## src/rtl/mbw_pkg.sv

```systemverilog
package mbw_pkg;

  // ASCII codes inserted around the base64 symbols.
  localparam logic [6:0] CH_CR  = 7'd13;
  localparam logic [6:0] CH_LF  = 7'd10;
  localparam logic [6:0] CH_PAD = 7'd61;

  localparam logic [7:0] GROUPS_PER_LINE_RST = 8'd19;
  localparam int unsigned QUEUE_DEPTH = 4;

  // Configuration register map (word index taken from paddr[2]).
  localparam logic REG_GROUPS_PER_LINE = 1'b0;
  localparam int unsigned PADDR_W = 3;

  // One classified input byte: the base64 symbols and pads it produces,
  // whether a CR LF follows them, and whether it closes the stream.
  typedef struct packed {
    logic [3:0][6:0] chars;
    logic [2:0]      nsym;
    logic            crlf;
    logic            fin;
  } job_t;

  function automatic logic [6:0] b64_sym(input logic [5:0] v);
    logic [6:0] r;
    if (v < 6'd26) begin
      r = 7'd65 + {1'b0, v};
    end else if (v < 6'd52) begin
      r = 7'd71 + {1'b0, v};
    end else if (v < 6'd62) begin
      r = {1'b0, v} - 7'd4;
    end else if (v == 6'd62) begin
      r = 7'd43;
    end else begin
      r = 7'd47;
    end
    return r;
  endfunction

endpackage

```

## src/rtl/mime_base64_line_wrapper_top.sv

```systemverilog
// Base64 encoder with MIME line wrapping. Each input request carries one raw
// byte (tlast marks the last byte of the stream); each output request carries
// one ASCII character: a base64 symbol, '=', CR or LF. tlast on the output
// marks the last character caused by an input byte and tuser marks the last
// character of the stream, which is always the LF of a closing CR LF. A CR LF
// is inserted after every groups_per_line four-character groups (register at
// byte address 0, reset 19, zero meaning 256). The output side delivers one
// character per cycle while the receiver is ready, and an input byte yields
// one to six characters, about 1.37 on average for long streams. The input
// side takes a byte every cycle while the four-entry queue between the
// classifier and the character sequencer has room.
module mime_base64_line_wrapper_top
  import mbw_pkg::*;
#(
  parameter int unsigned QueueDepth = QUEUE_DEPTH
) (
  input  logic               clk_i,
  input  logic               rst_ni,
  input  logic               s_axis_tvalid,
  output logic               s_axis_tready,
  input  logic [7:0]         s_axis_tdata,   // [7:0] data_byte
  input  logic               s_axis_tlast,
  output logic               m_axis_tvalid,
  input  logic               m_axis_tready,
  output logic [7:0]         m_axis_tdata,   // [6:0] text_char, [7] zero
  output logic               m_axis_tlast,
  output logic               m_axis_tuser,   // [0] stream_end
  input  logic               psel,
  input  logic               penable,
  input  logic               pwrite,
  input  logic [PADDR_W-1:0] paddr,
  input  logic [31:0]        pwdata,
  output logic [31:0]        prdata,
  output logic               pready
);

  logic [7:0] groups_per_line_q;
  logic       cfg_write;

  job_t       front_job;
  logic       front_valid;
  logic       queue_ready;
  job_t       head_job;
  logic       head_valid;
  logic       head_pop;
  logic [6:0] text_char;

  assign pready    = 1'b1;
  assign cfg_write = psel && penable && pwrite && (paddr[2] == REG_GROUPS_PER_LINE);
  assign prdata    = (paddr[2] == REG_GROUPS_PER_LINE) ? {24'd0, groups_per_line_q} : 32'd0;

  always_ff @(posedge clk_i or negedge rst_ni) begin
    if (!rst_ni) begin
      groups_per_line_q <= GROUPS_PER_LINE_RST;
    end else if (cfg_write) begin
      groups_per_line_q <= pwdata[7:0];
    end
  end

  mbw_front u_front (
    .clk_i             (clk_i),
    .rst_ni            (rst_ni),
    .in_valid_i        (s_axis_tvalid),
    .in_ready_o        (s_axis_tready),
    .data_byte_i       (s_axis_tdata),
    .is_final_i        (s_axis_tlast),
    .groups_per_line_i (groups_per_line_q),
    .job_o             (front_job),
    .job_valid_o       (front_valid),
    .job_ready_i       (queue_ready)
  );

  mbw_queue #(
    .Depth (QueueDepth)
  ) u_queue (
    .clk_i      (clk_i),
    .rst_ni     (rst_ni),
    .wr_job_i   (front_job),
    .wr_valid_i (front_valid),
    .wr_ready_o (queue_ready),
    .rd_job_o   (head_job),
    .rd_valid_o (head_valid),
    .rd_pop_i   (head_pop)
  );

  mbw_back u_back (
    .clk_i        (clk_i),
    .rst_ni       (rst_ni),
    .job_i        (head_job),
    .job_valid_i  (head_valid),
    .job_pop_o    (head_pop),
    .out_valid_o  (m_axis_tvalid),
    .out_ready_i  (m_axis_tready),
    .text_char_o  (text_char),
    .run_end_o    (m_axis_tlast),
    .stream_end_o (m_axis_tuser)
  );

  assign m_axis_tdata = {1'b0, text_char};

`ifndef SYNTHESIS
  // The end of the stream is also the end of the last byte's characters.
  a_stream_end_is_run_end: assert property (@(posedge clk_i) disable iff (!rst_ni)
    m_axis_tvalid && m_axis_tuser |-> m_axis_tlast && (text_char == CH_LF))
    else $error("stream end not on the closing LF");

  // Every queued byte yields between one and four symbols.
  a_symbol_count: assert property (@(posedge clk_i) disable iff (!rst_ni)
    head_valid |-> (head_job.nsym != 3'd0) && (head_job.nsym <= 3'd4))
    else $error("queued request has a bad symbol count");

  // A final byte always closes the line.
  a_final_has_crlf: assert property (@(posedge clk_i) disable iff (!rst_ni)
    head_valid && head_job.fin |-> head_job.crlf)
    else $error("final request without closing CR LF");

  // The queue head leaves only on a cycle that loads an output character.
  a_pop_loads_output: assert property (@(posedge clk_i) disable iff (!rst_ni)
    head_pop |=> m_axis_tvalid && m_axis_tlast)
    else $error("queue popped without delivering the last character");
`endif

endmodule

```

## src/rtl/mbw_front.sv

```systemverilog
module mbw_front
  import mbw_pkg::*;
(
  input  logic       clk_i,
  input  logic       rst_ni,
  input  logic       in_valid_i,
  output logic       in_ready_o,
  input  logic [7:0] data_byte_i,
  input  logic       is_final_i,
  input  logic [7:0] groups_per_line_i,
  output job_t       job_o,
  output logic       job_valid_o,
  input  logic       job_ready_i
);

  localparam logic [1:0] PH_0 = 2'd0;
  localparam logic [1:0] PH_1 = 2'd1;
  localparam logic [1:0] PH_2 = 2'd2;

  logic [1:0] phase_q, phase_d;
  logic [3:0] carry_q, carry_d;
  logic [7:0] gil_q, gil_d;

  logic       accept;
  logic       gdone;
  logic       close;
  logic [8:0] count9;
  logic [8:0] limit9;
  job_t       job;

  assign in_ready_o  = job_ready_i;
  assign job_valid_o = in_valid_i;
  assign accept      = in_valid_i && job_ready_i;
  assign job_o       = job;

  // Zero programmed groups means 256 groups per line.
  assign count9 = {1'b0, gil_q} + 9'd1;
  assign limit9 = (groups_per_line_i == 8'd0) ? 9'd256 : {1'b0, groups_per_line_i};
  assign close  = (count9 >= limit9);

  always_comb begin
    job       = '0;
    job.fin   = is_final_i;
    gdone     = 1'b0;
    phase_d   = phase_q;
    carry_d   = carry_q;
    unique case (phase_q)
      PH_1: begin
        job.chars[0] = b64_sym({carry_q[1:0], data_byte_i[7:4]});
        job.nsym     = 3'd1;
        carry_d      = data_byte_i[3:0];
        phase_d      = PH_2;
        if (is_final_i) begin
          job.chars[1] = b64_sym({data_byte_i[3:0], 2'b00});
          job.chars[2] = CH_PAD;
          job.nsym     = 3'd3;
          gdone        = 1'b1;
        end
      end
      PH_2: begin
        job.chars[0] = b64_sym({carry_q, data_byte_i[7:6]});
        job.chars[1] = b64_sym(data_byte_i[5:0]);
        job.nsym     = 3'd2;
        carry_d      = 4'd0;
        phase_d      = PH_0;
        gdone        = 1'b1;
      end
      default: begin
        job.chars[0] = b64_sym(data_byte_i[7:2]);
        job.nsym     = 3'd1;
        carry_d      = {2'b00, data_byte_i[1:0]};
        phase_d      = PH_1;
        if (is_final_i) begin
          job.chars[1] = b64_sym({data_byte_i[1:0], 4'b0000});
          job.chars[2] = CH_PAD;
          job.chars[3] = CH_PAD;
          job.nsym     = 3'd4;
          gdone        = 1'b1;
        end
      end
    endcase

    // The end of a stream always closes the line, either by a full group
    // or by the trailing CR LF of a partial line.
    job.crlf = (gdone && close) || is_final_i;

    gil_d = gil_q;
    if (is_final_i) begin
      gil_d   = 8'd0;
      phase_d = PH_0;
      carry_d = 4'd0;
    end else if (gdone) begin
      gil_d = close ? 8'd0 : count9[7:0];
    end
  end

  always_ff @(posedge clk_i or negedge rst_ni) begin
    if (!rst_ni) begin
      phase_q <= PH_0;
      carry_q <= 4'd0;
      gil_q   <= 8'd0;
    end else if (accept) begin
      phase_q <= phase_d;
      carry_q <= carry_d;
      gil_q   <= gil_d;
    end
  end

endmodule

```

## src/rtl/mbw_queue.sv

```systemverilog
module mbw_queue
  import mbw_pkg::*;
#(
  parameter int unsigned Depth = QUEUE_DEPTH
) (
  input  logic clk_i,
  input  logic rst_ni,
  input  job_t wr_job_i,
  input  logic wr_valid_i,
  output logic wr_ready_o,
  output job_t rd_job_o,
  output logic rd_valid_o,
  input  logic rd_pop_i
);

  localparam int unsigned PtrW = (Depth > 1) ? $clog2(Depth) : 1;
  localparam int unsigned CntW = $clog2(Depth + 1);

  job_t            mem_q [Depth];
  logic [PtrW-1:0] wr_ptr_q;
  logic [PtrW-1:0] rd_ptr_q;
  logic [CntW-1:0] count_q;
  logic            push;
  logic            pop;

  assign wr_ready_o = (count_q != CntW'(Depth));
  assign rd_valid_o = (count_q != '0);
  assign rd_job_o   = mem_q[rd_ptr_q];
  assign push       = wr_valid_i && wr_ready_o;
  assign pop        = rd_pop_i && rd_valid_o;

  always_ff @(posedge clk_i) begin
    if (push) begin
      mem_q[wr_ptr_q] <= wr_job_i;
    end
  end

  always_ff @(posedge clk_i or negedge rst_ni) begin
    if (!rst_ni) begin
      wr_ptr_q <= '0;
      rd_ptr_q <= '0;
      count_q  <= '0;
    end else begin
      if (push) begin
        wr_ptr_q <= (wr_ptr_q == PtrW'(Depth - 1)) ? '0 : wr_ptr_q + 1'b1;
      end
      if (pop) begin
        rd_ptr_q <= (rd_ptr_q == PtrW'(Depth - 1)) ? '0 : rd_ptr_q + 1'b1;
      end
      if (push && !pop) begin
        count_q <= count_q + 1'b1;
      end else if (pop && !push) begin
        count_q <= count_q - 1'b1;
      end
    end
  end

endmodule

```

## src/rtl/mbw_back.sv

```systemverilog
module mbw_back
  import mbw_pkg::*;
(
  input  logic       clk_i,
  input  logic       rst_ni,
  input  job_t       job_i,
  input  logic       job_valid_i,
  output logic       job_pop_o,
  output logic       out_valid_o,
  input  logic       out_ready_i,
  output logic [6:0] text_char_o,
  output logic       run_end_o,
  output logic       stream_end_o
);

  logic [2:0] idx_q;
  logic [2:0] total;
  logic       last;
  logic       advance;
  logic [6:0] ch;
  logic       out_valid_q;
  logic [6:0] char_q;
  logic       run_end_q;
  logic       stream_end_q;

  assign total   = job_i.nsym + (job_i.crlf ? 3'd2 : 3'd0);
  assign last    = (idx_q == total - 3'd1);
  assign advance = job_valid_i && (!out_valid_q || out_ready_i);

  assign job_pop_o = advance && last;

  always_comb begin
    if (idx_q < job_i.nsym) begin
      ch = job_i.chars[idx_q[1:0]];
    end else if (idx_q == job_i.nsym) begin
      ch = CH_CR;
    end else begin
      ch = CH_LF;
    end
  end

  always_ff @(posedge clk_i or negedge rst_ni) begin
    if (!rst_ni) begin
      idx_q       <= 3'd0;
      out_valid_q <= 1'b0;
    end else begin
      if (advance) begin
        idx_q       <= last ? 3'd0 : idx_q + 3'd1;
        out_valid_q <= 1'b1;
      end else if (out_ready_i) begin
        out_valid_q <= 1'b0;
      end
    end
  end

  always_ff @(posedge clk_i) begin
    if (advance) begin
      char_q       <= ch;
      run_end_q    <= last;
      stream_end_q <= last && job_i.fin;
    end
  end

  assign out_valid_o  = out_valid_q;
  assign text_char_o  = char_q;
  assign run_end_o    = run_end_q;
  assign stream_end_o = stream_end_q;

endmodule
```

## config.mk

```make
export PLATFORM = sky130hd
export DESIGN_NAME = mime_base64_line_wrapper_top
export DESIGN_NICKNAME = d
export VERILOG_FILES = /design/src/rtl/mbw_pkg.sv /design/src/rtl/mime_base64_line_wrapper_top.sv /design/src/rtl/mbw_front.sv /design/src/rtl/mbw_queue.sv /design/src/rtl/mbw_back.sv
export SDC_FILE = /design/constraint.sdc
export NUM_CORES = 1
export LEC_CHECK = 0
export BUFFER_PORTS_ARGS = -buffer_cell sky130_fd_sc_hd__buf_2
export CORE_AREA = 2 2 119 121
export CTS_BUF_LIST = sky130_fd_sc_hd__clkbuf_4 sky130_fd_sc_hd__clkbuf_8 sky130_fd_sc_hd__clkbuf_16
export DETAILED_ROUTE_END_ITERATION = 12
export DIE_AREA = 0 0 121 123
export PLACE_DENSITY = 0.78
export SYNTH_ARGS = -nofsm -noshare
export SYNTH_HDL_FRONTEND = slang
export SYNTH_SLANG_ARGS = --single-unit
```

## constraint.sdc

```tcl
create_clock -name clk_i -period 5.2 [get_ports clk_i]
set_clock_uncertainty 0.1 [all_clocks]
set_input_delay 0 -clock clk_i [delete_from_list [all_inputs] [get_ports clk_i]]
set_output_delay 0 -clock clk_i [all_outputs]
set_load 0.1 [all_outputs]
```

Word-level counts from Yosys, hierarchy flattened
Memory sizes are Yosys's and may differ from the RTL's. Cells that the tools add are included.

Register bits after elaboration: 42. RAM bits: 128. Output and inout bits: 45. Logic and storage cells: 149. Memories kept: 1.

Add/sub/neg operators: 26. Magnitude comparators: 21. Equal/unequal tests: 11. Muxes and demuxes: 54. Bitwise gates (word level): 1. Reduce and logical (&&, ||, !) cells: 23.

Memories: u_queue.mem_q (words 4, bits a word 32, rd ports 1, clocked after Yosys merged registers in 0, wr ports 1, RTL line mbw_queue.sv:19) `job_t mem_q [Depth];`.

Operators with widths (count): 2-to-1 mux 7 bit (20); adder 7 x 6 -> 7 bit, first input constant (12); < comparator 6 bit, second input constant (12); subtractor 6 x 3 -> 7 bit, second input constant (6); < comparator 6 x 5 -> 1 bit, second input constant (6); one-hot mux 17 bit (2 select lines) (1); 2-to-1 mux 8 bit (4); 2-to-1 mux 3 bit (9); equality test 6 bit, second input constant (4); 2-to-1 mux 20 bit (1); binary-select mux 7 bit (select 2 bit) (1); one-hot mux 7 bit (2 select lines) (1); 2-to-1 mux 13 bit (1); logical AND 1 bit (11); 2-to-1 mux 2 bit (5); adder 8 x 1 -> 9 bit, second input constant (1); >= comparator 9 bit (1); 2-to-1 mux 9 bit (1); logical NOT 8 bit (1); one-hot mux 4 bit (2 select lines) (1); adder 3 x 1 -> 3 bit, second input constant (2); equality test 2 bit, second input constant (3); equality test 3 bit (2); 2-to-1 mux 1 bit (6); 17 further kinds (24).

Logic depth before layout (Yosys ltp)
Gate-level depths: netlist of run 1. An unclocked memory read counts as a cell.

Depth in word-level cells: 10. Gate-level depth with buffers: 18.

By module
Synthesis of run 1 repeated with hierarchy kept, for this count alone.

Cells, all modules: 779. Area total of the unflattened synthesis: 9919.5 µm².

Modules (own cells, without submodules): mbw_queue (times used 1, cells an instance 210, area each 5253.8 µm², seq. area each 4139.0 µm²); mbw_front (times used 1, cells an instance 448, area each 3204.3 µm², seq. area each 350.3 µm²); mbw_back (times used 1, cells an instance 68, area each 870.8 µm², seq. area each 370.4 µm²); mime_base64_line_wrapper_top (times used 1, cells an instance 53, area each 590.6 µm², seq. area each 203.9 µm²).

Worst setup path after synthesis of run 1
OpenSTA, ideal clock, no wires.

Path type: reg-to-reg. Start point: register u_queue.rd_ptr_q[0]. End point: register u_queue.count_q[1]. Data arrival time: 3823 ps. Setup slack: 1152 ps. Stages on the path, launching flop included: 17. Path buffers: 2. Clock period less this slack: 4048 ps. Cell sequence: dfrtp_1 buf_2 buf_2 mux4_2 inv_1 ha_1 inv_1 ha_1 xor2_1 xnor2_1 xnor2_1 nor3_2 nand2_2 ha_1 inv_1 fa_1 mux2_2.

Longest elaborated chain between the ends: 10. Elaborated cells on any way between the ends: 12. Those cells by class: add/sub: 2; eq/ne: 1; mux: 2; reduce/logical: 6; memory: 1.

RTL lines: start, declared (RTL line mbw_queue.sv:21) `logic [PtrW-1:0] rd_ptr_q;`; start signal, assigned (RTL line mbw_queue.sv:48) `rd_ptr_q <= (rd_ptr_q == PtrW'(Depth - 1)) ? '0 : rd_ptr_q + 1'b1;`; memory (4 x 32 bit) *; 2-to-1 mux 2 bit (RTL line mbw_back.sv:26) `assign total = job_i.nsym + (job_i.crlf ? 3'd2 : 3'd0);`; adder 3 bit * (RTL line mbw_back.sv:26); subtractor 3 x 1 -> 3 bit * (RTL line mbw_back.sv:27) `assign last = (idx_q == total - 3'd1);`; equality test 3 bit * (RTL line mbw_back.sv:27); net u_back.last (RTL line mbw_back.sv:18) `logic last;`; logical AND 1 bit * (RTL line mbw_back.sv:30) `assign job_pop_o = advance && last;`; logical AND 1 bit * (RTL line mbw_queue.sv:30) `assign pop = rd_pop_i && rd_valid_o;`; logical NOT 1 bit (RTL line mbw_queue.sv:50) `if (push && !pop) begin`; logical AND 1 bit (RTL line mbw_queue.sv:50); 2-to-1 mux 3 bit or nonzero test 2 bit (tied branches); end signal, assigned (RTL line mbw_queue.sv:51) `count_q <= count_q + 1'b1;`; end signal, assigned (RTL line mbw_queue.sv:53) `count_q <= count_q - 1'b1;`; end, declared (RTL line mbw_queue.sv:22) `logic [CntW-1:0] count_q;`.

The timed path passes the listed nets; every way through them passes the cells marked *. A chain may end at the register's enable or synchronous reset.

Worst setup path in the final report of run 1
Same ends and word-level chain as after synthesis.

==> flow_summary.ini, run 1 <==
[run_status]
run_status = finished clean

[clocking]
ctsHtreeMaxLevel = 4
clockRootBuffer = clkbuf_16
path_clk_slew_ps = 50
cts.hold.buffers_added = 18
clk_latency_ps = 410
cts.sinks = 122
numCtsBuffers = 17
cts_buffer_depth = 2
ctsResizeCount = 0
cts_setup_buffers = 0
cts_tree = done

[logic_synthesis]
synth_fa_ha_area_share_pct = 8.66
synthMuxAreaShare_pct = 8.89
ys_types = 69
synth_xor_area_share_pct = 2.49
synth_simple_gate_area_share_pct = 11.7
syn_area_mm2 = 0.00740
synth-edff-count = 89
avgSynthCellArea_um2 = 10.8
yosysSeqAreaShare_pct = 47.3
synth_warnings = 0
async_flop_share_pct = 27.0
synth_compound_area_share_pct = 14.1
synth_top_family_by_area = compound AO/OA/AOI/OAI gates
syn_inst = 683
synth-seq-cells = 122
synthFlopType = edfxtp_1

[setup_path]
arrival_ps = 4190
reg2reg_to = u_queue.count_q[1]
reg2regPathDepth = 12
critical_path_class = flip-flop to flip-flop
crit_required_ps = 5390
max_stage_delay_ps = 590
cpMaxStageDelayCell = mux4_2
path_cells = buf_4, mux4_2, ha_1, xor2_1, xnor2_1, xnor2_1, nor3_2, nand2_2, ha_1, inv_1, fa_1, mux2_2
critPathMaxFanout = 17
rrSetupSlack_ps = 1200
r2r-start = u_queue.rd_ptr_q[0]
cpLargestDelayFamily = adder cells
worstSetupEndpoint = u_queue.count_q[1]
startpoint = u_queue.rd_ptr_q[0]
path_depth = 12
crit_buf_inv = 2
startpoint_type = flip-flop
crit_path_end_kind = flip-flop

[routing]
via_per_inst = 5.98
ant_nets = 0
num_vias = 5504
wire_per_inst_um = 17.8
wirelength_um = 16400
drtIter0Drc = 518
drcViolationCount = 0
drt-pass1-iter-count = 5

[layout]
drive_gt1_share_pct = 16.3
seqCellArea_mm2 = 0.00350
nNetsFinal = 829
multiInputGateArea_mm2 = 0.00349
areaGrowthSynthToFinish_pct = 14.3
fill_cells = 1051
fin_util_pct = 62.1
n_antenna_cell = 0

[power_and_ir_drop]
internal_power_mw = 3.09
cellPowerDensity_mw_per_mm2 = 611
switching_power_mw = 2.08
pwr-share-seq_pct = 32.2
power_switching_share_pct = 40.2
p_leak_nw = 3.51
combPwrFrac_pct = 43.9
ir_drop_v = 0.000307
pwr-share-clk_pct = 24.0

[die]
die_h_um = 123
die-area_mm2 = 0.0149
io_pins = 96
fp.dieW_um = 121
core_mm2 = 0.0136
num_rows = 43
initial_core_util_pct = 54.4

[job]
drv_cap = 0

[timing]
rsz0062_at_grt = false
finalMaxSlewViolations = 0
period_share_pct = 76.9
clock.fmax_ghz = 0.250
final.min_clock_period_ps = 4000
tns_ps = 0
hold_violations = 0
slew_headroom_pct = 29.3
setup_viol = 0
worst_slew_pin_slew_ps = 1060

[hold_path]
hold_path_class = input port to async pin

[placement]
gp_congestion = 0.931
port_buffers = 43
dp_hpwl_um = 11100

[grt]
grt_pass1_vias = 5379
overflow = 0
grt_pass1_wl_um = 27000
grt_max_degree = 34
antenna_found_initial = 0
grt_usage_pct = 23.3
-- cell families (layout without fill, tap and decap cells) --
family                     after synthesis  after routing
buffers and inverters                  106            140
and+or+nand+nor                        182            182
DFF                                    122            122
other                                    2             26
xor gates and xnor gates                21             21
muxes                                   37             37
AOI/OAI and AO/OA                      163            163
adders and majority gates               50             50
-- power by group through the flow --
| stage | sequential (mW) | clock [mW] | combinational [mW] |
|---|---|---|---|
| 6_report | 1.66 | 1.24 | 2.27 |
| 5_1_grt | 1.70 | 1.30 | 2.45 |
| 4_1_cts | 1.66 | 1.25 | 2.26 |
| 3_5_place_dp | 1.68 | 0 | 2.22 |
| 3_3_place_gp | 1.65 | 0 | 2.12 |
| 2_1_floorplan | 1.88 | 0 | 1.54 |
-- through the flow --
stage / cells / setup slack [ps] / power [mW] / cell area (um2) / hold WS [ps]
after global placement: 871 / 1360 / 3.78 / 7610 / 0.189
after global routing: 921 / 985 / 5.45 / 8460 / 159
after detailed placement: 871 / 1270 / 3.89 / 7610 / 14.7
after floorplan: 707 / 1150 / 3.42 / 7490 / -396
final: 921 / 1200 / 5.17 / 8460 / 104
after CTS: 921 / 1190 / 5.18 / 8460 / 110
-- final cells by class --
class                   count  area share (%)
flip-flops and latches    122            41.4
multi-input cells         479            41.2
clock buffers              26            7.43
repair buffers             63            4.85
well taps                 180            2.66
inverters                  45            2.00
clock inverters             6           0.399
-- layer usage --
layer | global-route usage [%] | vias up | routed length, um
met5 | 0 | - | 0
met1 | 30.1 | 2667 | 6770
met2 | 40.0 | 249 | 8310
li1 | - | 2556 | -
met3 | 3.92 | 32 | 1000
met4 | 7.99 | 0 | 289
-- synthesized netlist by cell type, types with 20 or more instances --
cell,n,share of area (%)
ha_1,48,8.1
nand3_1,21,1.4
dfrtp_1,30,10
nor2_1,34,1.7
clkbuf_1,30,1.5
a21oi_1,43,2.9
nand2_1,65,3.3
buf_4,26,2.6
edfxtp_1,89,36
o21ai_1,28,1.9
mux4_2,20,6.1
inv_1,38,1.9
-- flip-flops by register name, summed over array words and instances (netlist names) --
name / flops
u_back.stream_end_o: 1
u_queue.rd_ptr_q: 2
u_front.carry_q: 4
u_back.idx_q: 3
u_queue.mem_q: 80
u_queue.count_q: 3
u_back.text_char_o: 7
u_back.run_end_o: 1
groups_per_line_q: 8
u_queue.wr_ptr_q: 2
u_back.out_valid_o: 1
u_front.phase_q: 2
u_front.gil_q: 8
-- placed cells by master (no fill, tap or decap), drive strengths merged, types with 7 or more instances in the layout --
cell         synthesis  routed
edfxtp              89      89
nand2               66      66
ha                  48      48
buf                 31      45
inv                 44      45
o21ai               45      45
a21oi               44      44
nor2                34      34
dfrtp               30      30
conb                 2      26
clkbuf              30      26
nand3               21      21
mux4                21      21
dlygate4sd3          0      18
a21o                12      12
xnor2               12      12
a211oi              12      12
nor3                11      11
mux2                11      11
nand2b              10      10
xor2                 9       9
and3                 9       9
nand4                8       8
nor2b                7       7
-- how the worst min path moves through the flow --
stage | from | to | slack [ps] | cells after the start
finish | rst_ni | groups_per_line_q[5] | 100 | 2
global route | pwrite | groups_per_line_q[5] | 160 | 3
CTS | rst_ni | groups_per_line_q[5] | 110 | 2
detailed placement | rst_ni | groups_per_line_q[5] | 10 | 1
global placement | rst_ni | groups_per_line_q[5] | 0.2 | 1
floorplan | rst_ni | groups_per_line_q[2] | -400 | 0
Power figures use the tool's default switching activity.
==> run 2, diff against run 1 <==
- ABC_AREA: unset -> 1
- CORE_AREA: 2 2 119 121 -> 2 2 125 127
- DIE_AREA: 0 0 121 123 -> 0 0 127 129
- PLACE_DENSITY: 0.78 -> 0.77
- clock period: 5.2 -> 3.6 ns (I/O delays scaled with it)
==> run 2 against run 1 <==
  * Critical path type unchanged
  * Non-clock buffer count is 12 higher
  * Core utilization is 3.0 points lower
  * Global-route usage is 1.1 points lower
  * Largest cell class is now multi-input combinational cells
==> flow_summary.ini, run 2 <==
[logic_synthesis]
ys_types = 49
avgSynthCellArea_um2 = 8.57
synthFlopType = edfxtp_1
synth_warnings = 0
ys_top_cells_by_count = nand2_1, nor2_1, edfxtp_1, inv_1, nand3_1
syn_inst = 907
syn_area_mm2 = 0.00778
synth-edff-count = 89
synth_top_area_share_pct = 34.4
yosysTopAreaCell = edfxtp_1
synth.area.top_cells = edfxtp_1, dfrtp_1, nand2_1, ha_1, nor2_1
async_flop_share_pct = 27.0
yosysMostFrequentCell = nand2_1
yosysSeqAreaShare_pct = 45.0
synth-seq-cells = 122

[timing]
hold-worst-slack_ps = 104
worst_slew_pin_slew_ps = 780
period_share_pct = 93.0
clock.fmax_ghz = 0.299
finalMaxSlewViolations = 0
setup_viol = 0
rsz0062_at_grt = false
slew_headroom_pct = 48.0
tns_ps = 0
hold_violations = 0
final.min_clock_period_ps = 3350

[routing]
num_vias = 6394
via_per_inst = 5.46
drtIter0Drc = 578
drcViolationCount = 0
wire_per_inst_um = 14.9
ant_nets = 0
wirelength_um = 17500
drt-pass1-iter-count = 5

[clocking]
numCtsBuffers = 17
ctsHtreeMaxLevel = 4
cts_tree = done
cts_setup_buffers = 0
clockRootBuffer = clkbuf_16
cts.sinks = 122
clk_latency_ps = 420
path_clk_slew_ps = 60
cts_buffer_depth = 2

[die]
num_rows = 45
fp.dieW_um = 127
core_mm2 = 0.0150
io_pins = 96
initial_core_util_pct = 51.9
die_h_um = 129
die-area_mm2 = 0.0164

[grt]
overflow = 0
antenna_found_initial = 0
grt_pass1_wl_um = 28500
grt_pass1_vias = 5802
grt_usage_pct = 22.2
grt_max_degree = 34

[setup_path]
startpoint_type = flip-flop
arrival_ps = 3540
critical_path_class = flip-flop to flip-flop
crit_path_end_kind = flip-flop
critPathMaxFanout = 21
crit_required_ps = 3790

[layout]
final_common_cell = nand2_1
mostFrequentLayoutCells = nand2_1, nor2_1, inv_1, edfxtp_1, nand3_1
regMostFlops = u_queue.mem_q
nNetsFinal = 1072
areaGrowthSynthToFinish_pct = 13.9
drive_gt1_share_pct = 12.8
top_regs = u_queue.mem_q x80, groups_per_line_q x8, u_front.gil_q x8
postLayoutCellArea_mm2 = 0.00886
n_antenna_cell = 0
largest_reg_flops = 80

[power_and_ir_drop]
cellPowerDensity_mw_per_mm2 = 847
p_leak_nw = 3.93
ir_drop_v = 0.000415

[placement]
placed_area_mm2 = 0.00802
dp_hpwl_um = 12100
gp_congestion = 0.935
port_buffers = 43

[hold_path]
hold_path_class = input port to flip-flop

[run_status]
run_status = finished clean

[job]
drv_cap = 0
-- run 2: where the power goes --
part           internal (mW)  switching [mW]  total [mW]
combinational          0.951            2.47        3.42
clock                   1.09           0.639        1.73
sequential              2.13           0.214        2.35
total                   4.18            3.32        7.50
-- run 2: worst paths after layout --
kind	start	to	slack [ps]	cells past startpoint
max	u_queue.rd_ptr_q[0]	u_queue.count_q[2]	250	19
min	pwrite	groups_per_line_q[4]	100	3
max reg2reg	u_queue.rd_ptr_q[0]	u_queue.count_q[2]	250	19
min reg2reg	groups_per_line_q[1]	groups_per_line_q[1]	420	2
max in group asynchronous	rst_ni	groups_per_line_q[2]	2790	2
min in group asynchronous	rst_ni	u_back.idx_q[2]	110	2
-- run 2: logic make-up (layout without fill, tap and decap cells) --
family                   Yosys count  in the layout  share of synthesized area (%)
AO/OA/AOI/OAI                    159            159                           11.9
XOR/XNOR                          23             23                           2.59
flip-flops                       122            122                           45.0
other                              2             26                         0.0966
buffers and inverters            157            210                           9.85
adder cells (fa/ha/maj)           50             50                           8.24
AND/OR/NAND/NOR                  394            394                           22.3
-- run 2: area by class of cell --
type / count / area, um2
Multi-Input combinational cell: 652 / 3600
Clock buffer: 20 / 472
Timing Repair Buffer: 75 / 513
Sequential cell: 122 / 3500
Clock inverter: 12 / 139
Fill cell: 1266 / 6120
Inverter: 103 / 393
Tap cell: 188 / 235
-- run 2: stage by stage --
step           std cells  setup WS (ps)  utilization (%)  power (mW)
6_report            1172            252             59.1        7.50
5_1_grt             1172           26.3             59.1        7.98
4_1_cts             1172            241             59.1        7.50
3_5_place_dp        1117            270             53.5        5.72
3_3_place_gp        1117            383             53.5        5.60
2_1_floorplan        931            190                -        5.01
-- run 2: critical path, stage by stage, from the launching register on --
cell and delay (ps):
dfrtp_1 470, inv_4 210, nand2_1 80, a32o_1 250, ha_1 300, inv_1 60, ha_1 180, xor2_1 160
nand2_1 60, nand2_1 80, inv_1 50, nand2_2 70, nand2_4 70, nand3_4 80, ha_1 150, inv_1 60
fa_1 370, a21oi_1 140, o21ai_0 120, xor2_1 150
-- run 2: routing by layer --
metal	part of all wire [%]	global-route usage [%]	vias up	routed length [um]
li1	-	-	3144	-
met1	43	28.6	2991	7570
met3	6.1	3.87	29	1070
met5	0	0	-	0
met2	49	37.8	230	8510
met4	1.8	8.08	0	320
-- run 2: what timing repair did --
action                    in CTS  in global routing
gates resized for setup        0                  0
hold buffers                  23                  0
hold endpoints to repair      58                  0
